`config.mk`:
```
export PLATFORM = sky130hd
export DESIGN_NAME = appended_zip_directory_scanner_core
export DESIGN_NICKNAME = d
export VERILOG_FILES = /design/src/rtl/core/azds_pkg.sv /design/src/rtl/core/azds_rsp_fifo.sv /design/src/rtl/core/appended_zip_directory_scanner_core.sv
export SDC_FILE = /design/constraint.sdc
export NUM_CORES = 1
export LEC_CHECK = 0
export CAP_MARGIN = 0
export CORE_AREA = 4 4 214 216
export CTS_BUF_LIST = sky130_fd_sc_hd__clkbuf_16
export CTS_CLUSTER_DIAMETER = 60
export DETAILED_ROUTE_END_ITERATION = 10
export DIE_AREA = 0 0 218 220
export DONT_BUFFER_PORTS = 1
export GPL_TIMING_DRIVEN = 0
export PLACE_DENSITY = 0.68
export SETUP_SLACK_MARGIN = 0.5
export SLEW_MARGIN = 20
export SYNTH_ARGS = -nofsm -noshare
export SYNTH_HDL_FRONTEND = slang
export SYNTH_SLANG_ARGS = --single-unit
```
`constraint.sdc`:
```
create_clock -name clock -period 10.2 [get_ports clock]
set_input_delay 1.53 -clock clock [delete_from_list [all_inputs] [get_ports clock]]
set_output_delay 1.53 -clock clock [all_outputs]
set_load 0.02 [all_outputs]
```
`src/rtl/core/azds_pkg.sv`:
```
`timescale 1ns / 1ps

package azds_pkg;

   // Result queue geometry
   localparam int RSP_DEPTH = 4;
   localparam int RSP_PTR_W = $clog2(RSP_DEPTH);
   localparam int RSP_CNT_W = $clog2(RSP_DEPTH + 1);

   // Width of the count of results one byte may raise
   localparam int PUSH_W = 2;

   typedef struct packed {
      logic        result_kind;
      logic [7:0]  name_byte;
      logic [15:0] entry_index;
      logic [15:0] name_length;
      logic        name_done;
      logic [31:0] local_offset;
      logic [1:0]  verdict;
      logic [15:0] entry_count;
      logic        last_of_run;
   } rsp_item_type;

   localparam logic RESULT_NAME    = 1'b0;
   localparam logic RESULT_VERDICT = 1'b1;

   localparam logic [1:0] VERDICT_NO_DATA    = 2'd0;
   localparam logic [1:0] VERDICT_MISMATCH   = 2'd1;
   localparam logic [1:0] VERDICT_TRUNCATED  = 2'd2;
   localparam logic [1:0] VERDICT_CONSISTENT = 2'd3;

endpackage

```
`src/rtl/core/azds_rsp_fifo.sv`:
```
`timescale 1ns / 1ps

module azds_rsp_fifo
   import azds_pkg::*;
(
   input  logic              clock,
   input  logic              reset,
   input  logic [PUSH_W-1:0] push_cnt,
   input  rsp_item_type      push_item0,
   input  rsp_item_type      push_item1,
   input  logic              pop,
   output logic              out_valid,
   output rsp_item_type      out_item,
   output logic              room_two
);

   rsp_item_type           mem_ff [RSP_DEPTH];
   logic [RSP_PTR_W-1:0]   head_ff, head_in;
   logic [RSP_PTR_W-1:0]   tail_ff, tail_in;
   logic [RSP_PTR_W-1:0]   tail_next;
   logic [RSP_CNT_W-1:0]   count_ff, count_in;

   assign tail_next = tail_ff + RSP_PTR_W'(1);
   assign out_valid = (count_ff != '0);
   assign out_item  = mem_ff[head_ff];
   assign room_two  = (count_ff <= RSP_CNT_W'(RSP_DEPTH - 2));

   always_comb begin
      head_in  = pop ? head_ff + RSP_PTR_W'(1) : head_ff;
      tail_in  = tail_ff + RSP_PTR_W'(push_cnt);
      count_in = count_ff + RSP_CNT_W'(push_cnt) - RSP_CNT_W'(pop);
   end

   always_ff @(posedge clock) begin
      if (push_cnt != '0) begin
         mem_ff[tail_ff] <= push_item0;
      end
      if (push_cnt == PUSH_W'(2)) begin
         mem_ff[tail_next] <= push_item1;
      end
   end

   always_ff @(posedge clock) begin
      if (reset) begin
         head_ff  <= '0;
         tail_ff  <= '0;
         count_ff <= '0;
      end else begin
         head_ff  <= head_in;
         tail_ff  <= tail_in;
         count_ff <= count_in;
      end
   end

   a_count_bound: assert property (@(posedge clock) disable iff (reset)
      count_ff <= RSP_CNT_W'(RSP_DEPTH))
      else $error("result queue count beyond depth");

   a_pair_room: assert property (@(posedge clock) disable iff (reset)
      (push_cnt == PUSH_W'(2)) |-> room_two)
      else $error("two results pushed without room");

   a_no_underflow: assert property (@(posedge clock) disable iff (reset)
      pop |-> out_valid)
      else $error("result queue popped while empty");

   a_count_track: assert property (@(posedge clock) disable iff (reset)
      !reset |=> count_ff == $past(count_ff) + RSP_CNT_W'($past(push_cnt))
                            - RSP_CNT_W'($past(pop)))
      else $error("result queue count out of step with transfers");

endmodule

```
`src/rtl/core/appended_zip_directory_scanner_core.sv`:
```
`timescale 1ns / 1ps

// Scans a file for an image end marker (FF D9) and then walks the appended ZIP data,
// emitting each central directory entry's name bytes and, at the end of directory
// record or at end of file, one verdict result. One byte is taken per cycle: all
// parsing is done in the cycle of the transfer and its results go straight into a
// four-entry result queue. req_stall is raised only while that queue holds more than
// two results, so with rsp_stall low the block runs at one byte per clock; the byte
// that carries end_of_file may raise two results (last name byte and verdict). After
// the verdict every further byte is taken and dropped until reset.
module appended_zip_directory_scanner_core
   import azds_pkg::*;
(
   input  logic        clock,
   input  logic        reset,
   input  logic        req_valid,
   output logic        req_stall,
   input  logic [7:0]  req_data_byte,
   input  logic        req_end_of_file,
   output logic        rsp_valid,
   input  logic        rsp_stall,
   output logic        rsp_result_kind,
   output logic [7:0]  rsp_name_byte,
   output logic [15:0] rsp_entry_index,
   output logic [15:0] rsp_name_length,
   output logic        rsp_name_done,
   output logic [31:0] rsp_local_offset,
   output logic [1:0]  rsp_verdict,
   output logic [15:0] rsp_entry_count,
   output logic        rsp_last_of_run
);

   localparam logic [2:0] PH_SEARCH  = 3'd0;
   localparam logic [2:0] PH_SCAN    = 3'd1;
   localparam logic [2:0] PH_CENTRAL = 3'd2;
   localparam logic [2:0] PH_ENDREC  = 3'd3;
   localparam logic [2:0] PH_DONE    = 3'd4;

   localparam logic [31:0] SIG_CENTRAL = 32'h504B_0102;
   localparam logic [31:0] SIG_END     = 32'h504B_0506;

   localparam logic [7:0]  MARK_FIRST  = 8'd255;
   localparam logic [7:0]  MARK_SECOND = 8'd217;

   localparam logic [16:0] POS_SIG_LAST = 17'd3;
   localparam logic [16:0] POS_NLEN_LO  = 17'd28;
   localparam logic [16:0] POS_NLEN_HI  = 17'd29;
   localparam logic [16:0] POS_LOFF_0   = 17'd42;
   localparam logic [16:0] POS_LOFF_1   = 17'd43;
   localparam logic [16:0] POS_LOFF_2   = 17'd44;
   localparam logic [16:0] POS_LOFF_3   = 17'd45;
   localparam logic [16:0] POS_NAME     = 17'd46;
   localparam logic [16:0] POS_CNT_LO   = 17'd10;
   localparam logic [16:0] POS_CNT_HI   = 17'd11;
   localparam logic [16:0] POS_EREC_END = 17'd21;

   logic [2:0]  phase_ff, phase_in;
   logic [7:0]  prev_ff, prev_in;
   logic [31:0] window_ff, window_in;
   logic [16:0] pos_ff, pos_in;
   logic [15:0] nlen_ff, nlen_in;
   logic [31:0] loff_ff, loff_in;
   logic [15:0] count_ff, count_in;
   logic [15:0] erec_ff, erec_in;
   logic        seen_ff, seen_in;

   logic              accept;
   logic              room_two;
   logic              fire_name;
   logic              fire_verd;
   logic              name_last;
   logic [1:0]        verd_val;
   logic [16:0]       pos_step;
   rsp_item_type      name_item;
   rsp_item_type      verd_item;
   rsp_item_type      push_item0;
   logic [PUSH_W-1:0] push_cnt;
   logic              pop;
   rsp_item_type      head_item;

   assign req_stall = !room_two;
   assign accept    = req_valid && !req_stall;
   assign pos_step  = pos_ff + 17'd1;

   always_comb begin
      phase_in  = phase_ff;
      prev_in   = prev_ff;
      window_in = window_ff;
      pos_in    = pos_ff;
      nlen_in   = nlen_ff;
      loff_in   = loff_ff;
      count_in  = count_ff;
      erec_in   = erec_ff;
      seen_in   = seen_ff;
      fire_name = 1'b0;
      fire_verd = 1'b0;
      name_last = 1'b0;
      verd_val  = VERDICT_NO_DATA;

      if (accept && phase_ff != PH_DONE) begin
         prev_in = req_data_byte;
         if (phase_ff == PH_SEARCH) begin
            if (prev_ff == MARK_FIRST && req_data_byte == MARK_SECOND) begin
               phase_in  = PH_SCAN;
               window_in = '0;
            end
         end else begin
            seen_in   = 1'b1;
            window_in = {window_ff[23:0], req_data_byte};
            if (window_in == SIG_CENTRAL) begin
               // restart the capture even if one was under way
               phase_in = PH_CENTRAL;
               pos_in   = POS_SIG_LAST;
               nlen_in  = '0;
               loff_in  = '0;
               if (count_ff != 16'hFFFF) begin
                  count_in = count_ff + 16'd1;
               end
            end else if (window_in == SIG_END) begin
               phase_in = PH_ENDREC;
               pos_in   = POS_SIG_LAST;
               erec_in  = '0;
            end else if (phase_ff == PH_CENTRAL) begin
               pos_in = pos_step;
               case (pos_step)
                  POS_NLEN_LO: nlen_in = {8'h00, req_data_byte};
                  POS_NLEN_HI: nlen_in = {req_data_byte, nlen_ff[7:0]};
                  POS_LOFF_0:  loff_in[7:0]   = req_data_byte;
                  POS_LOFF_1:  loff_in[15:8]  = req_data_byte;
                  POS_LOFF_2:  loff_in[23:16] = req_data_byte;
                  POS_LOFF_3: begin
                     loff_in[31:24] = req_data_byte;
                     if (nlen_ff == '0) begin
                        phase_in = PH_SCAN;
                     end
                  end
                  default: begin
                     if (pos_step >= POS_NAME) begin
                        fire_name = 1'b1;
                        name_last = (pos_step >= ({1'b0, nlen_ff} + POS_LOFF_3));
                        if (name_last) begin
                           phase_in = PH_SCAN;
                        end
                     end
                  end
               endcase
            end else if (phase_ff == PH_ENDREC) begin
               pos_in = pos_step;
               if (pos_step == POS_CNT_LO) begin
                  erec_in = {8'h00, req_data_byte};
               end else if (pos_step == POS_CNT_HI) begin
                  erec_in = {req_data_byte, erec_ff[7:0]};
               end else if (pos_step >= POS_EREC_END) begin
                  fire_verd = 1'b1;
                  verd_val  = (erec_ff != '0 && erec_ff == count_ff) ?
                              VERDICT_CONSISTENT : VERDICT_MISMATCH;
                  phase_in  = PH_DONE;
               end
            end
         end

         // early end of file: verdict follows any name byte of this transfer
         if (req_end_of_file && !fire_verd) begin
            fire_verd = 1'b1;
            if (phase_in == PH_SEARCH || !seen_in) begin
               verd_val = VERDICT_NO_DATA;
            end else if (phase_in == PH_ENDREC) begin
               verd_val = VERDICT_TRUNCATED;
            end else begin
               verd_val = VERDICT_MISMATCH;
            end
            phase_in = PH_DONE;
         end
      end
   end

   always_comb begin
      name_item              = '0;
      name_item.result_kind  = RESULT_NAME;
      name_item.name_byte    = req_data_byte;
      name_item.entry_index  = count_ff - 16'd1;
      name_item.name_length  = nlen_ff;
      name_item.name_done    = name_last;
      name_item.local_offset = loff_ff;
      name_item.entry_count  = count_in;
      name_item.last_of_run  = !fire_verd;

      verd_item              = '0;
      verd_item.result_kind  = RESULT_VERDICT;
      verd_item.verdict      = verd_val;
      verd_item.entry_count  = count_in;
      verd_item.last_of_run  = 1'b1;

      push_item0 = fire_name ? name_item : verd_item;
      push_cnt   = PUSH_W'(fire_name) + PUSH_W'(fire_verd);
   end

   always_ff @(posedge clock) begin
      if (reset) begin
         phase_ff  <= PH_SEARCH;
         prev_ff   <= '0;
         window_ff <= '0;
         pos_ff    <= '0;
         nlen_ff   <= '0;
         loff_ff   <= '0;
         count_ff  <= '0;
         erec_ff   <= '0;
         seen_ff   <= 1'b0;
      end else begin
         phase_ff  <= phase_in;
         prev_ff   <= prev_in;
         window_ff <= window_in;
         pos_ff    <= pos_in;
         nlen_ff   <= nlen_in;
         loff_ff   <= loff_in;
         count_ff  <= count_in;
         erec_ff   <= erec_in;
         seen_ff   <= seen_in;
      end
   end

   assign pop = rsp_valid && !rsp_stall;

   azds_rsp_fifo u_rsp_fifo (
      .clock      (clock),
      .reset      (reset),
      .push_cnt   (push_cnt),
      .push_item0 (push_item0),
      .push_item1 (verd_item),
      .pop        (pop),
      .out_valid  (rsp_valid),
      .out_item   (head_item),
      .room_two   (room_two)
   );

   assign rsp_result_kind  = head_item.result_kind;
   assign rsp_name_byte    = head_item.name_byte;
   assign rsp_entry_index  = head_item.entry_index;
   assign rsp_name_length  = head_item.name_length;
   assign rsp_name_done    = head_item.name_done;
   assign rsp_local_offset = head_item.local_offset;
   assign rsp_verdict      = head_item.verdict;
   assign rsp_entry_count  = head_item.entry_count;
   assign rsp_last_of_run  = head_item.last_of_run;

   a_done_silent: assert property (@(posedge clock) disable iff (reset)
      (phase_ff == PH_DONE) |-> (push_cnt == '0))
      else $error("result raised after the verdict");

   a_verdict_ends: assert property (@(posedge clock) disable iff (reset)
      fire_verd |=> (phase_ff == PH_DONE))
      else $error("verdict given without closing the scan");

   a_name_in_central: assert property (@(posedge clock) disable iff (reset)
      fire_name |-> (phase_ff == PH_CENTRAL && count_ff != '0))
      else $error("name byte outside a central header");

endmodule

```
Word-level counts from Yosys, hierarchy flattened
Memory sizes are Yosys's and may differ from the RTL's. A register that Yosys moved wholly into a read port is not among the register bits.
Cells that the tools add are included.
{"block": "classes", "n_bitwise": 2, "reduce_logical": 41, "n_addsub": 10, "eq_ne": 23, "n_lt_le_gt_ge": 4, "muxes": 88}
{"op": "$mux 16", "n": 12}
{"op": "$mux 32", "n": 3}
{"op": "$mux 93", "n": 1}
{"op": "$eq 17x6->1 const B", "n": 4}
{"op": "$mux 17", "n": 4}
{"op": "$eq 32x31->1 const B", "n": 2}
{"op": "$mux 24", "n": 2}
{"op": "$mux 3", "n": 14}
{"op": "$eq 17x4->1 const B", "n": 2}
{"op": "$eq 17x5->1 const B", "n": 2}
{"op": "$mux 8", "n": 4}
{"op": "$pmux 16 s2", "n": 1}
{"op": "$mux 1", "n": 31}
{"op": "$mux 2", "n": 15}
{"op": "$reduce_and 5->1", "n": 5}
{"op": "$reduce_and 6->1", "n": 3}
{"op": "$reduce_bool 2->1", "n": 9}
{"op": "$add 16x6->17 const B", "n": 1}
{"op": "$add 17x1->17 const B", "n": 1}
{"op": "$ge 17x17->1", "n": 1}
{"op": "$ge 17x5->1 const B", "n": 1}
{"op": "$ge 17x6->1 const B", "n": 1}
{"op": "$add 16x1->16 const B", "n": 1}
{"op": "$eq 16x16->1", "n": 1}
{"op": "other kinds (28)", "n": 47}
{"block": "totals", "mem_bits_rw": 372, "word_cells": 186, "regBits": 140, "memories": 1}
{"memory": "u_rsp_fifo.mem_ff", "words": 4, "word_bits": 93, "rd": 1, "rd_clocked_by_memory_dff": 1, "wr": 2, "line": "azds_rsp_fifo.sv:17", "source": "rsp_item_type mem_ff [RSP_DEPTH];"}

Logic depth before layout (Yosys ltp)
{"block": "depth", "ltp_word": 19, "mapped_depth": 19, "depth_no_buf": 17}

Modules after synthesis
From an unflattened synthesis, not the netlist that was laid out.
{"block": "unflattened", "cells_unflattened": 1953, "area_unflattened_um2": 27067.2}
{"mod": "azds_rsp_fifo", "instances": 1, "area_per_inst_um2": 18901.9, "cells_per_inst": 944}
{"mod": "appended_zip_directory_scanner_core", "instances": 1, "area_per_inst_um2": 8165.3, "cells_per_inst": 1009}

Worst setup path before layout
OpenSTA, ideal clock, no wires.
{"block": "synth_timing", "path_kind": "input to register", "start": "input req_data_byte[3]", "end": "memory u_rsp_fifo.mem_ff[2][10] (netlist name) (enable)", "path_stages": 16, "path_buffers": 2, "path_slack_ns": 5.068, "arrival_ns": 4.798, "path_cell_list": "nor4b_1 -> nand4_1 -> or4b_2 -> and2_1 -> o31ai_1 -> nor2_1 -> nor2_1 -> nor2_1 -> inv_1 -> ha_1 -> nor2_1 -> and2_1 -> clkbuf_1 -> nor2_1 -> clkbuf_1 -> inv_1"}
{"item": "start, declared", "line": "appended_zip_directory_scanner_core.sv:18", "source": "input logic [7:0] req_data_byte,"}
{"item": "end, declared", "line": "azds_rsp_fifo.sv:17"}

==> results.toml <==
[setup_path]
r2r-end = "u_rsp_fifo.mem_ff[1][18]$_DFFE_PP_"
end_kind = "flop"
r2r_cells = 18
crit_chain = "ha_1, buf_2, nand3_1, nor4_2, o211ai_1, a221o_1, nor2_1, a21o_1, buf_2, buf_2, inv_1, ha_1, a21o_1, nand2b_1, clkbuf_1, inv_1, a21oi_1, nor2_1"
cp_num_buf_inv = 6
critPathMaxFanout = 20
critPathRequiredTime_ns = 10.54
crit_type = "reg2reg"
path_common_cell = "buf_2"
r2r_slack_ns = 3.65
path_delay_family = "buffers and inverters"
reg2reg_from = "pos_ff[0]$_SDFFE_PP0P_"
cpPeakStageDelay_ns = 0.80
cp.arrival_ns = 6.89
start_kind = "flop"
cpMaxStageDelayCell = "clkbuf_1"

[clocking]
cts_root_buf = "clkbuf_16"
clk_latency_ns = 0.62
hold_buffers = 0
cts_sinks = 514
cts-buffers-inserted = 52
cts_resized = 0
clk_pin_slew_ns = 0.06
tritoncts = "built"
cts.path.max_buffers = 3
post_cts_buffers = 0
cts_htree_levels = 2

[floorplan]
core-area_mm2 = 0.0439
die_h_um = 220
die_width_um = 218
fp.dieArea_mm2 = 0.0480
start_util_pct = 49.5
pin_count = 108
placementRows = 77

[sta]
whs_ns = 0.446
final-setup-viol-count = 0
rsz0062_at_grt = "false"
tns_ns = 0
tightest_slew_ns = 1.08
skew_ns = 0.0403
final-hold-violation-count = 0
fmax_ghz = 0.153
slew_viol_final = 0
fin_crit_ns = 6.55
timing.final.crit_share_pct = 64.3
relSlewSlack_pct = 28.2

[pwr]
peakVddDrop_mv = 0.134
power.leakage_uw = 0.00892
cellPowerDensity_mw_per_mm2 = 185

[grt]
grt_usage_pct = 25.7
grt_pass1_wl_um = 96100
first_global_vias = 16100
antenna_found_initial = 2
grt_max_degree = 21
grt_overflow = 0

[final_layout]
final_area_mm2 = 0.0242
drive_gt1_share_pct = 11.3
antenna_cells = 0
fin_util_pct = 55.1
area_growth_pct = 11.3
nNetsFinal = 2119

[route]
post_drt_via_cell_ratio = 6.09
drt_iter0_drc = 1627
ant_nets = 0
drt_wl_total_um = 62500
wire_per_inst_um = 23.1
first_pass_iters = 5
vias = 16500
drc = 0

[worst_hold_path]
hold_end = "u_rsp_fifo.mem_ff[3][92]$_SDFFE_PP1P_"
hold_depth = 2
holdCritPathClass = "reg2reg"
min_from = "u_rsp_fifo.mem_ff[3][92]$_SDFFE_PP1P_"

[synthesis]
synth.cell_area_mm2 = 0.0218
ys_ff_latch = 514
avgSynthCellArea_um2 = 10.8
syn-instance-count = 2017
synthArstFlopShare_pct = 0
synth-main-ff-cell = "dfxtp_1"
synth_edf_count = 72
yosys.cell_types.count = 75
synth.net_count = 2064
yosysSeqAreaShare_pct = 50.6
ys_warn_count = 0

[place]
globalplace.congestion = 0.935
place_area_mm2 = 0.0225
port_buffers = 0
hpwl_um = 44000

[run_status]
outcome = "completed"

[run]
cap_violations = 0
==> cell families (layout without fill, tap and decap cells) <==
| logic type | count (synthesis) | count (layout) | share of synthesized area (%) |
|---|---|---|---|
| fa+ha+maj | 34 | 34 | 1.99 |
| compound gates | 487 | 487 | 16.7 |
| simple gates | 573 | 573 | 12.5 |
| flops | 514 | 514 | 50.6 |
| buf+inv | 198 | 297 | 3.63 |
| mux | 134 | 134 | 11.5 |
| xor+xnor | 77 | 77 | 3.10 |
==> power by group <==
part           total, uW  switching, uW  leakage, uW  internal (uW)
Sequential          2110           19.4      0.00429           2090
Clock               1870            832     0.000883           1040
Combinational        494            331      0.00375            163
Total               4470           1180      0.00892           3290
==> worst max path at each step <==
stage	to	startpoint	cells past startpoint
3_3_place_gp	u_rsp_fifo.mem_ff[2][3]$_DFFE_PP_	req_data_byte[3]	16
3_5_place_dp	u_rsp_fifo.mem_ff[1][18]$_DFFE_PP_	req_data_byte[3]	17
5_1_grt	u_rsp_fifo.mem_ff[1][18]$_DFFE_PP_	pos_ff[0]$_SDFFE_PP0P_	19
4_1_cts	u_rsp_fifo.mem_ff[1][18]$_DFFE_PP_	pos_ff[0]$_SDFFE_PP0P_	18
6_report	u_rsp_fifo.mem_ff[1][18]$_DFFE_PP_	pos_ff[0]$_SDFFE_PP0P_	18
2_1_floorplan	u_rsp_fifo.mem_ff[2][10]$_DFFE_PP_	req_data_byte[3]	16
==> through the flow <==
step / power (uW) / instances / setup slack, ns
after floorplan: 2510 / 2017 / 5.07
after global routing: 4620 / 2708 / 3.37
after global placement: 2640 / 2609 / 3.16
after detailed placement: 2650 / 2610 / 3.61
final: 4470 / 2708 / 3.65
after CTS: 4500 / 2708 / 3.77
==> state kept, by name (all words and copies together) (netlist names), 2 cells and up, named ones only <==
name                 flops
count_ff                16
erec_ff                 16
loff_ff                 32
nlen_ff                 16
phase_ff                 3
pos_ff                  17
prev_ff                  8
u_rsp_fifo.count_ff      3
u_rsp_fifo.head_ff       2
u_rsp_fifo.mem_ff      372
u_rsp_fifo.tail_ff       2
window_ff               24
==> tightest hold or removal path, stage by stage, from the launching register on <==
cell	delay, ns
dfxtp_1	0.31
nand2_1	0.05
nand2_1	0.04
==> placed cells by master, fill, tap and decap left out, types with 6 or more instances in the layout <==
cell type / instances
mux2i_1: 38
a21oi_1: 47
and2_1: 10
xor2_1: 41
edfxtp_1: 72
nor4_1: 19
nor2_1: 201
ha_1: 33
inv_1: 41
nand2b_1: 11
buf_2: 33
nand2_1: 169
or3_1: 10
mux4_2: 93
nor3_1: 21
nor2b_1: 17
clkinv_2: 14
nand4_1: 23
o21ai_1: 9
buf_1: 17
and3_1: 9
a22o_1: 246
clkinv_1: 6
xnor2_1: 36
nand3b_1: 6
nand3_1: 27
a211oi_1: 7
o21ai_0: 96
a22oi_1: 29
or4_1: 7
clkbuf_16: 52
a21o_1: 6
dfxtp_1: 442
clkbuf_1: 116
==> Yosys cell counts, types with 21 or more instances <==
library cell	n	share of area, %
nor3_1	21	0.48
o21ai_0	96	2.2
nand3_1	27	0.62
clkbuf_1	116	2.0
mux2i_1	38	1.7
inv_1	29	0.50
ha_1	33	1.9
a22oi_1	29	1.0
nand4_1	23	0.66
a21oi_1	47	1.1
xnor2_1	36	1.4
nand2_1	169	2.9
buf_2	32	0.74
mux4_2	93	9.6
dfxtp_1	442	41
nor2_1	202	3.5
edfxtp_1	72	9.9
a22o_1	246	9.9
xor2_1	41	1.7
==> cell type report <==
class,instances,area [um^2]
Timing Repair Buffer,1,15.0
Clock buffer,52,1300
Fill cell,3859,19700
Inverter,29,109
Buffer,169,684
Tap cell,592,741
Multi-Input combinational cell,1305,9960
Sequential cell,514,11000
Clock inverter,46,387
==> layer usage <==
| metal | vias to the layer above | track usage, % | share of wire, % |
|---|---|---|---|
| li1 | 7557 | - | - |
| met1 | 8180 | 35.0 | 43 |
| met2 | 632 | 40.8 | 46 |
| met3 | 134 | 4.83 | 7.4 |
| met4 | 2 | 10.5 | 4.0 |
| met5 | - | 0 | 0.021 |
Note: power is estimated with default switching activity, not from simulation.
